File: config.mk
export PLATFORM = sky130hd
export DESIGN_NAME = circular_deque
export DESIGN_NICKNAME = d
export VERILOG_FILES = /design/src/hw/rtl/cdq_pkg.sv /design/src/hw/rtl/cdq_cell.sv /design/src/hw/rtl/circular_deque.sv
export VERILOG_INCLUDE_DIRS = /design/src /design/src/hw/rtl
export SDC_FILE = /design/constraint.sdc
export NUM_CORES = 1
export LEC_CHECK = 0
export ABC_AREA = 1
export BUFFER_PORTS_ARGS = -buffer_cell sky130_fd_sc_hd__buf_2
export CAP_MARGIN = 20
export CORE_MARGIN = 3
export CORE_UTILIZATION = 30
export CTS_BUF_LIST = sky130_fd_sc_hd__clkbuf_4 sky130_fd_sc_hd__clkbuf_8
export DETAILED_ROUTE_END_ITERATION = 8
export PLACE_DENSITY = 0.43
export SLEW_MARGIN = 20
export SYNTH_ARGS = -nofsm -noshare
export SYNTH_HDL_FRONTEND = slang
export SYNTH_SLANG_ARGS = --single-unit
File: constraint.sdc
create_clock -name clk -period 5.24 [get_ports clk]
set_input_delay 1.048 -clock clk [delete_from_list [all_inputs] [get_ports clk]]
set_output_delay 1.048 -clock clk [all_outputs]
set_load 0.02 [all_outputs]
File: src/hw/rtl/circular_deque_macros.svh
// Assertion macros for the circular deque.
`ifndef CIRCULAR_DEQUE_MACROS_SVH
`define CIRCULAR_DEQUE_MACROS_SVH

// Clocked check, off while reset is asserted.
`define CDQ_ASSERT(label, prop, msg) \
    label: assert property (@(posedge clk) disable iff (!rst_n) (prop)) else $error(msg);

// Clocked check that also holds during reset.
`define CDQ_ASSERT_ALWAYS(label, prop, msg) \
    label: assert property (@(posedge clk) (prop)) else $error(msg);

`endif

File: src/hw/rtl/cdq_pkg.sv
// Shared types and constants for the circular deque.
`default_nettype none
package cdq_pkg;

    localparam int CDQ_DEPTH  = 8;
    localparam int CDQ_DATA_W = 32;

    localparam logic [1:0] REQ_PUSH_FRONT = 2'd0;
    localparam logic [1:0] REQ_PUSH_BACK  = 2'd1;
    localparam logic [1:0] REQ_POP_FRONT  = 2'd2;
    localparam logic [1:0] REQ_POP_BACK   = 2'd3;

    localparam logic [1:0] ST_DONE       = 2'd0;
    localparam logic [1:0] ST_FULL       = 2'd1;
    localparam logic [1:0] ST_EMPTY      = 2'd2;

    typedef enum logic [1:0] {
        CELL_HOLD,
        CELL_SHR,
        CELL_SHL,
        CELL_LOAD
    } cell_op_t;

    typedef struct packed {
        cell_op_t                op;
        logic [CDQ_DATA_W-1:0]   value;
    } cell_cmd_t;

endpackage
`default_nettype wire

File: src/hw/rtl/cdq_cell.sv
// One storage cell of the deque chain.
`default_nettype none
module cdq_cell
    import cdq_pkg::*;
#(
    parameter int CELL_IDX = 0,
    parameter int CNT_W    = 4
)
(
    input  wire logic                  clk,
    input  wire cell_cmd_t             cmd,
    input  wire logic [CNT_W-1:0]      count,
    input  wire logic [CDQ_DATA_W-1:0] prev_data,
    input  wire logic [CDQ_DATA_W-1:0] next_data,
    output      logic [CDQ_DATA_W-1:0] data,
    output      logic [CDQ_DATA_W-1:0] tail_data
);

    logic [CDQ_DATA_W-1:0] data_reg;
    logic [CDQ_DATA_W-1:0] data_next;
    logic                  at_free;
    logic                  at_last;

    assign at_free = (count == CNT_W'(CELL_IDX));
    assign at_last = (count == CNT_W'(CELL_IDX + 1));

    always_comb
    begin
        data_next = data_reg;
        case (cmd.op)
            CELL_SHR:  data_next = prev_data;
            CELL_SHL:  data_next = next_data;
            CELL_LOAD:
            begin
                if (at_free)
                begin
                    data_next = cmd.value;
                end
            end
            default:   data_next = data_reg;
        endcase
    end

    always_ff @(posedge clk)
    begin
        data_reg <= data_next;
    end

    assign data      = data_reg;
    // masked so the top can OR all cells to find the back entry
    assign tail_data = at_last ? data_reg : '0;

endmodule
`default_nettype wire

File: src/hw/rtl/circular_deque.sv
// Deque as a row of shifting cells: front at cell 0, back at cell count-1.
// Response: a request's response is registered and shows in the cycle after acceptance.
// Throughput: one request per cycle; the response register is the only limit.
// An accepted push or front pop shifts the whole cell row or loads one cell; a back pop only lowers the count.
// Reset: count and response valid clear at once; cell data is not reset.
`default_nettype none
`include "circular_deque_macros.svh"
module circular_deque
    import cdq_pkg::*;
#(
    parameter int DEPTH = CDQ_DEPTH
)
(
    input  wire logic                         clk,
    input  wire logic                         rst_n,
    input  wire logic                         req_valid,
    output      logic                         req_stall,
    input  wire logic [1:0]                   req_type,
    input  wire logic signed [CDQ_DATA_W-1:0] push_value,
    output      logic                         rsp_valid,
    input  wire logic                         rsp_stall,
    output      logic [1:0]                   status,
    output      logic signed [CDQ_DATA_W-1:0] popped_value,
    output      logic                         now_empty,
    output      logic                         now_full
);

    localparam int CNT_W = $clog2(DEPTH + 1);

    logic [CNT_W-1:0]      count_reg;
    logic [CNT_W-1:0]      count_next;
    logic                  rsp_valid_reg;
    logic                  rsp_valid_next;
    logic [1:0]            status_reg;
    logic [1:0]            status_next;
    logic [CDQ_DATA_W-1:0] popped_reg;
    logic [CDQ_DATA_W-1:0] popped_next;
    logic                  empty_reg;
    logic                  full_reg;

    logic                  accept;
    logic                  is_full;
    logic                  is_empty;
    logic [CDQ_DATA_W-1:0] tail_value;
    cell_cmd_t             cmd;

    logic [CDQ_DATA_W-1:0] cell_data [DEPTH];
    logic [CDQ_DATA_W-1:0] cell_tail [DEPTH];

    assign req_stall = rsp_valid_reg & rsp_stall;
    assign accept    = req_valid & ~req_stall;
    assign is_full   = (count_reg == CNT_W'(DEPTH));
    assign is_empty  = (count_reg == '0);

    genvar gi;
    generate
        for (gi = 0; gi < DEPTH; gi++)
        begin : g_cell
            logic [CDQ_DATA_W-1:0] prev_d;
            logic [CDQ_DATA_W-1:0] next_d;
            if (gi == 0)
            begin : g_first
                assign prev_d = cmd.value;
            end
            else
            begin : g_mid
                assign prev_d = cell_data[gi-1];
            end
            if (gi == DEPTH - 1)
            begin : g_last
                assign next_d = '0;
            end
            else
            begin : g_inner
                assign next_d = cell_data[gi+1];
            end
            cdq_cell #(
                .CELL_IDX (gi),
                .CNT_W    (CNT_W)
            ) u_cell (
                .clk       (clk),
                .cmd       (cmd),
                .count     (count_reg),
                .prev_data (prev_d),
                .next_data (next_d),
                .data      (cell_data[gi]),
                .tail_data (cell_tail[gi])
            );
        end
    endgenerate

    always_comb
    begin
        tail_value = '0;
        for (int i = 0; i < DEPTH; i++)
        begin
            tail_value = tail_value | cell_tail[i];
        end
    end

    always_comb
    begin
        cmd.op      = CELL_HOLD;
        cmd.value   = push_value;
        count_next  = count_reg;
        status_next = ST_DONE;
        popped_next = '0;
        case (req_type)
            REQ_PUSH_FRONT,
            REQ_PUSH_BACK:
            begin
                if (is_full)
                begin
                    status_next = ST_FULL;
                end
                else
                begin
                    cmd.op     = (req_type == REQ_PUSH_FRONT) ? CELL_SHR : CELL_LOAD;
                    count_next = count_reg + CNT_W'(1);
                end
            end
            REQ_POP_FRONT,
            REQ_POP_BACK:
            begin
                if (is_empty)
                begin
                    status_next = ST_EMPTY;
                end
                else
                begin
                    if (req_type == REQ_POP_FRONT)
                    begin
                        cmd.op      = CELL_SHL;
                        popped_next = cell_data[0];
                    end
                    else
                    begin
                        popped_next = tail_value;
                    end
                    count_next = count_reg - CNT_W'(1);
                end
            end
            default:
            begin
                status_next = ST_DONE;
            end
        endcase
        if (!accept)
        begin
            cmd.op = CELL_HOLD;
        end
    end

    assign rsp_valid_next = accept | (rsp_valid_reg & rsp_stall);

    always_ff @(posedge clk or negedge rst_n)
    begin
        if (!rst_n)
        begin
            count_reg     <= '0;
            rsp_valid_reg <= 1'b0;
        end
        else
        begin
            rsp_valid_reg <= rsp_valid_next;
            if (accept)
            begin
                count_reg <= count_next;
            end
        end
    end

    always_ff @(posedge clk)
    begin
        if (accept)
        begin
            status_reg <= status_next;
            popped_reg <= popped_next;
            empty_reg  <= (count_next == '0);
            full_reg   <= (count_next == CNT_W'(DEPTH));
        end
    end

    assign rsp_valid    = rsp_valid_reg;
    assign status       = status_reg;
    assign popped_value = signed'(popped_reg);
    assign now_empty    = empty_reg;
    assign now_full     = full_reg;

    `CDQ_ASSERT(a_count_range, count_reg <= CNT_W'(DEPTH), "occupancy above depth")
    `CDQ_ASSERT(a_refused_holds, (accept && status_next != ST_DONE) |=> $stable(count_reg), "refused request changed occupancy")
    `CDQ_ASSERT(a_flags_excl, rsp_valid |-> !(now_empty && now_full), "empty and full together")
    `CDQ_ASSERT(a_pop_ok, (accept && req_type[1] && !is_empty) |-> (status_next == ST_DONE), "pop refused with entries held")

endmodule
`default_nettype wire

==> flow_metrics.py, run 1 <==
metrics = {
    "power": {
        "peakVddDrop_uv": 309,
        "leakagePower_nw": 7.71,
        "powerDensity_mw_per_mm2": 473,
    },
    "die": {
        "dieArea_mm2": 0.0551,
        "floorplan.initialDensity_pct": 30.5,
        "die_w_um": 235,
        "die_h_um": 235,
        "ioPinCount": 76,
        "core_mm2": 0.0515,
        "rows": 83,
    },
    "yosys": {
        "yosysSeqAreaShare_pct": 56.6,
        "synth.avg_cell_area_um2": 8.61,
        "synthCells": 1824,
        "ys_types": 29,
        "synth_top_area_share_pct": 55.8,
        "synth_edf_count": 292,
        "netlist_top_cells_count": "nand2_1, edfxtp_1, nand3_1",
        "synthFlopType": "edfxtp_1",
        "syn_nets": 1867,
        "syn_area_mm2": 0.0157,
        "ys_top_cells_by_area": "edfxtp_1, nand2_1, nand3_1, nand4_1, nor2_1",
        "yosysTopAreaCell": "edfxtp_1",
        "synth.most_common_cell": "nand2_1",
        "yosys_warnings": 0,
        "synth_seq_cells": 297,
        "async_flop_share_pct": 1.68,
    },
    "place": {
        "place.gp.congestion": 0.743,
        "port_buffers": 75,
        "dpl.hpwl_mm": 30.1,
    },
    "grt": {
        "grt_pass1_vias": 13300,
        "grt_max_degree": 225,
        "top_usage_layer": "met2",
        "antenna_found_initial": 0,
        "grt_overflow": 0,
        "grt_pass1_wl_mm": 82.5,
        "met2_usage_pct": 30.9,
        "gr-usage-all-layers_pct": 19.2,
        "met1_usage_pct": 27.0,
        "grtUsageMet3_pct": 2.69,
    },
    "timing": {
        "slew_headroom_pct": 27.9,
        "final_hold_viol_count": 0,
        "setup_viol": 0,
        "finalSetupTns_ns": 0,
        "worst_pin_slew_ns": 1.08,
        "finalClockSkew_ns": 0.0223,
        "fmax_ghz": 0.268,
        "rsz0062_at_grt": "no",
        "finalCritPeriodShare_pct": 71.2,
        "slew_violations": 0,
        "finalCriticalPeriod_ns": 3.73,
    },
    "layout": {
        "nFillCells": 5490,
        "register_area_mm2": 0.00890,
        "area.growth.synth_to_final_pct": 13.4,
        "nets": 1911,
        "largest_reg_flops": 256,
        "antenna-diode-count": 0,
        "final_core_util_pct": 34.6,
        "drive_above_1_share_pct": 12.8,
        "multi_input_area_mm2": 0.00613,
    },
    "critical_path": {
        "r2r_slack_ns": 1.51,
        "worst_path_max_delay_cell": "a21oi_4",
        "cp_cell_sequence": "inv_1 > ha_2 > nand2_4 > nand2_4 > nand2_2 > nand2_2 > inv_2 > a21oi_4 > buf_4",
        "startpoint": "count_reg[0]",
        "cp.arrival_ns": 4.01,
        "cp_max_fo": 34,
        "r2r_start": "count_reg[0]",
        "slowest_delay_ns": 0.58,
        "critPathKind": "reg2reg",
        "reg2reg_to": "g_cell[0].u_cell.data[17]",
        "reg2reg_depth": 9,
        "cp.required_ns": 5.51,
        "startpoint_type": "flip-flop",
        "critPathCaptureType": "flip-flop",
    },
    "run_status": {
        "status": "finished, final reports clean",
    },
    "clock_tree": {
        "hold_buffers": 0,
        "numCtsBuffers": 56,
        "clk_pin_slew_ns": 0.06,
        "htree_levels": 2,
        "clockBufferDepth": 3,
        "ctsRootBufferMaster": "clkbuf_8",
        "numClockSinks": 297,
        "ctsResizeCount": 0,
        "insertion_delay_ns": 0.65,
        "post-cts-setup-buffers": 0,
        "cts_tree": "built",
    },
    "drt": {
        "drc": 0,
        "drt.antenna.violating_nets": 0,
        "vias_per_cell": 5.18,
        "dr.pass1.iters": 5,
        "wl_per_cell_um": 21.0,
        "wl_mm": 54.5,
        "drt_iter0_drc": 1074,
        "vias": 13400,
    },
    "worst_hold_path": {
        "hold_path.class": "in2async",
    },
    "run": {
        "maxCapViolations": 0,
    },
}
-- critical path, delay by kind of cell, from the launching register on --
family | cells | cell delay, ns
AOI/OAI and AO/OA | 1 | 0.58
adders and majority gates | 1 | 0.28
and+or+nand+nor | 4 | 0.87
buffers and inverters | 3 | 1.14
DFF | 1 | 0.46
-- power by group --
group / switching (mW) / internal [mW]
registers: 0.318 / 3.21
logic: 2.00 / 0.667
clock network: 1.05 / 1.18
-- layout by cell type (no fill, tap or decap), drive strengths merged --
master	instances
a21oi	41
buf	111
bufinv	1
clkbuf	75
clkinv	24
dfrtp	5
edfxtp	292
ha	5
inv	49
nand2	794
nand3	266
nand3b	1
nand4	130
nor2	106
o21ai	8
xnor2	1
xor2	1
-- stage by stage --
step           std cells  setup WS [ns]  hold WS (ns)  total power, mW  cell area [um2]
5_1_grt             2590           1.30         0.211             8.93            17800
3_3_place_gp        2490           1.19         0.506             6.23            16800
4_1_cts             2590           1.45         0.184             8.52            17800
3_5_place_dp        2490           1.18         0.504             6.23            16800
6_report            2590           1.51         0.230             8.42            17800
2_1_floorplan       1824          0.756         0.524             5.19            15700
-- per-layer routing --
layer	wire, um	up-vias
met2	25100	431
met5	0	-
li1	-	6318
met4	1330	0
met1	25200	6583
met3	2860	90
-- layout make-up --
type / instances / area share (%)
timing repair buffer: 111 / 3.84
multi-input combinational: 1353 / 34.4
inverter: 49 / 1.08
clock inverter: 25 / 0.759
clock buffer: 75 / 5.16
sequential: 297 / 49.9
tap: 680 / 4.78
-- logic make-up after synthesis --
| logic type | count (synthesis) | share of synthesized area, % |
|---|---|---|
| buffers and inverters | 174 | 4.93 |
| DFF | 297 | 56.6 |
| and+or+nand+nor | 1297 | 36.4 |
| adders and majority gates | 5 | 0.398 |
| AOI/OAI and AO/OA | 49 | 1.56 |
| xor gates and xnor gates | 2 | 0.112 |
-- how the worst max path moves through the flow --
| stage | slack, ns | to | depth (start not counted) |
|---|---|---|---|
| after floorplan | 0.76 | g_cell[0].u_cell.data[0] | 8 |
| after global placement | 1.19 | g_cell[4].u_cell.data[0] | 11 |
| after detailed placement | 1.18 | g_cell[4].u_cell.data[27] | 11 |
| after CTS | 1.45 | g_cell[0].u_cell.data[9] | 9 |
| after global routing | 1.30 | g_cell[0].u_cell.data[8] | 9 |
| final | 1.51 | g_cell[0].u_cell.data[17] | 9 |
Power figures use the tool's default switching activity.
==> run 2: changes to the inputs <==
- ABC_AREA: 1 -> 0
- PLACE_DENSITY: 0.43 -> 0.45
- clock period: 5.24 -> 3.09 ns (I/O delays scaled with it)
==> flow_metrics.py, run 2 <==
metrics = {
    "yosys": {
        "synthFlopType": "edfxtp_1",
        "synth.avg_cell_area_um2": 14.0,
        "synth_top_family_by_area": "compound AO/OA/AOI/OAI gates",
        "synthMuxAreaShare_pct": 2.75,
        "yosys_warnings": 0,
        "ys_top_cells_by_area": "edfxtp_1, a221o_1, a22oi_1, mux2_1, buf_2",
        "ys_types": 51,
        "yosys.area_share.simple_pct": 4.50,
        "synth_top_area_share_pct": 61.1,
        "synth_seq_cells": 297,
        "yosysTopAreaCell": "edfxtp_1",
        "synth_edf_count": 292,
        "syn_nets": 1071,
        "synthAdderAreaFrac_pct": 0.436,
        "synth-compound-area-share_pct": 25.3,
        "async_flop_share_pct": 1.68,
        "netlist_top_cells_count": "edfxtp_1, a221o_1, buf_2",
        "syn_area_mm2": 0.0144,
        "synthCells": 1028,
        "synth.most_common_cell": "edfxtp_1",
        "yosysSeqAreaShare_pct": 62.0,
        "synthXorXnorAreaFrac_pct": 0.122,
    },
    "layout": {
        "layout_common_cells": "edfxtp_1, a221o_1, buf_2",
        "nFillCells": 4533,
        "multi_input_area_mm2": 0.00489,
        "register_area_mm2": 0.00889,
        "final_common_cell": "edfxtp_1",
        "nets": 1124,
        "largest_reg_flops": 256,
        "drive_above_1_share_pct": 20.3,
        "final_core_util_pct": 35.5,
        "area.growth.synth_to_final_pct": 16.0,
        "antenna-diode-count": 0,
    },
    "clock_tree": {
        "cts_tree": "built",
        "ctsRootBufferMaster": "clkbuf_8",
        "insertion_delay_ns": 0.65,
        "hold_buffers": 1,
        "post-cts-setup-buffers": 0,
        "htree_levels": 2,
        "clockBufferDepth": 3,
        "numClockSinks": 297,
        "clk_pin_slew_ns": 0.05,
        "numCtsBuffers": 53,
        "ctsResizeCount": 0,
    },
    "critical_path": {
        "worst_path_max_delay_cell": "a221o_1",
        "r2r_slack_ns": 0.16,
        "slowest_delay_ns": 0.55,
        "cp.arrival_ns": 3.29,
        "critPathKind": "reg2reg",
        "startpoint_type": "flip-flop",
        "cp_cell_sequence": "inv_1 > ha_2 > and3b_2 > nor3b_2 > o21ai_4 > buf_12 > a221o_1",
        "cp.required_ns": 3.45,
        "critical_path.top_delay_family": "compound AO/OA/AOI/OAI gates",
        "critPathCaptureType": "flip-flop",
        "crit_buf_inv": 2,
        "cp_max_fo": 174,
    },
    "drt": {
        "dr.pass1.iters": 5,
        "met1_length_mm": 21.2,
        "drt.antenna.violating_nets": 0,
        "vias_per_cell": 5.94,
        "vias": 10300,
        "drc": 0,
        "wl_met2_mm": 19.7,
        "drt_iter0_drc": 1035,
        "wl_met3_mm": 3.17,
        "top_layer": "met4",
        "wl_mm": 45.1,
        "wl_per_cell_um": 26.1,
    },
    "timing": {
        "slew_violations": 0,
        "worst_pin_slew_ns": 0.970,
        "setup_viol": 0,
        "fmax_ghz": 0.342,
        "whs_ns": 0.204,
        "finalCritPeriodShare_pct": 94.7,
        "finalClockSkew_ns": 0.0325,
        "finalSetupTns_ns": 0,
        "rsz0062_at_grt": "no",
        "final_hold_viol_count": 0,
        "slew_headroom_pct": 35.3,
        "finalCriticalPeriod_ns": 2.93,
    },
    "power": {
        "peakVddDrop_uv": 397,
        "leakagePower_nw": 5.71,
        "powerDensity_mw_per_mm2": 782,
        "p_total_mw": 13.0,
    },
    "grt": {
        "gr-usage-all-layers_pct": 17.6,
        "grt_max_degree": 175,
        "antenna_found_initial": 0,
        "grt_pass1_vias": 10300,
        "grt_pass1_wl_mm": 67.0,
        "grt_overflow": 0,
    },
    "die": {
        "floorplan.initialDensity_pct": 30.6,
        "rows": 79,
        "die_h_um": 225,
        "core_mm2": 0.0470,
        "die_w_um": 225,
        "dieArea_mm2": 0.0505,
        "ioPinCount": 76,
    },
    "place": {
        "dpl.hpwl_mm": 25.2,
        "port_buffers": 75,
        "place.gp.congestion": 0.731,
    },
    "run_status": {
        "status": "finished, final reports clean",
    },
    "run": {
        "maxCapViolations": 0,
    },
    "worst_hold_path": {
        "hold_path.class": "in2reg",
    },
}
[run 2: changes by cell type in the layout (fill, tap and decap cells not counted), moves of 15 or more]
cell,delta
nand2_1,-736
nand3_1,-262
a221o_1,+192
nand4_1,-129
nor2_1,-77
a22oi_1,+60
inv_1,-35
and2_1,+34
o21ai_1,+34
a21o_1,+32
mux2_1,+32
a221oi_1,+29
a22o_1,+19
buf_12,+15
[run 2: cell families (layout without fill, tap and decap cells)]
family,Yosys count,count (layout)
AOI/OAI and AO/OA,430,430
DFF,297,297
buffers and inverters,139,232
muxes,34,34
and+or+nand+nor,121,121
xor gates and xnor gates,2,2
adders and majority gates,5,5
[run 2: worst register-to-register path, cell delays in order, from the launching register on]
cell and delay [ns]:
dfrtp_1 0.51, inv_1 0.17, ha_2 0.29, and3b_2 0.29
nor3b_2 0.27, o21ai_4 0.11, buf_12 0.23, a221o_1 0.81
[run 2: final timing paths]
path | from | end | cells past startpoint
worst max-delay path | count_reg[0] | g_cell[5].u_cell.data[6] | 7
worst max register to register | count_reg[0] | g_cell[5].u_cell.data[6] | 7
worst min register to register | g_cell[0].u_cell.data[11] | popped_value[11] | 2
max in group asynchronous | rst_n | count_reg[3] | 2
min in group asynchronous | rst_n | rsp_valid | 2
worst min-delay path | req_valid | rsp_valid | 2
[run 2: metal layers]
metal / vias to the layer above / global-route usage (%)
li1: 4469 / -
met1: 5281 / 25.7
met2: 436 / 26.3
met3: 74 / 3.72
met4: 0 / 5.19
met5: - / 0
[run 2: through the flow]
stage	instances	instance area, um2	worst slack, ns
after global placement	1632	15600	0.405
final	1728	16700	0.165
after floorplan	1028	14400	-0.656
after CTS	1728	16700	0.368
after global routing	1728	16700	0.150
after detailed placement	1632	15600	0.373
[run 2: cell type report]
class	count	share of cell area [%]
Clock buffer	68	5.13
Clock inverter	27	1.28
Timing Repair Buffer	129	6.06
Tap cell	607	4.56
Inverter	8	0.180
Multi-Input combinational cell	592	29.4
Sequential cell	297	53.4
[run 2: power breakdown]
group          switching (mW)  leakage [nW]  internal, mW  total [mW]
registers               0.313          2.80          5.03        5.34
clock network            1.72         0.551          2.13        3.85
logic                    2.41          2.36          1.43        3.84
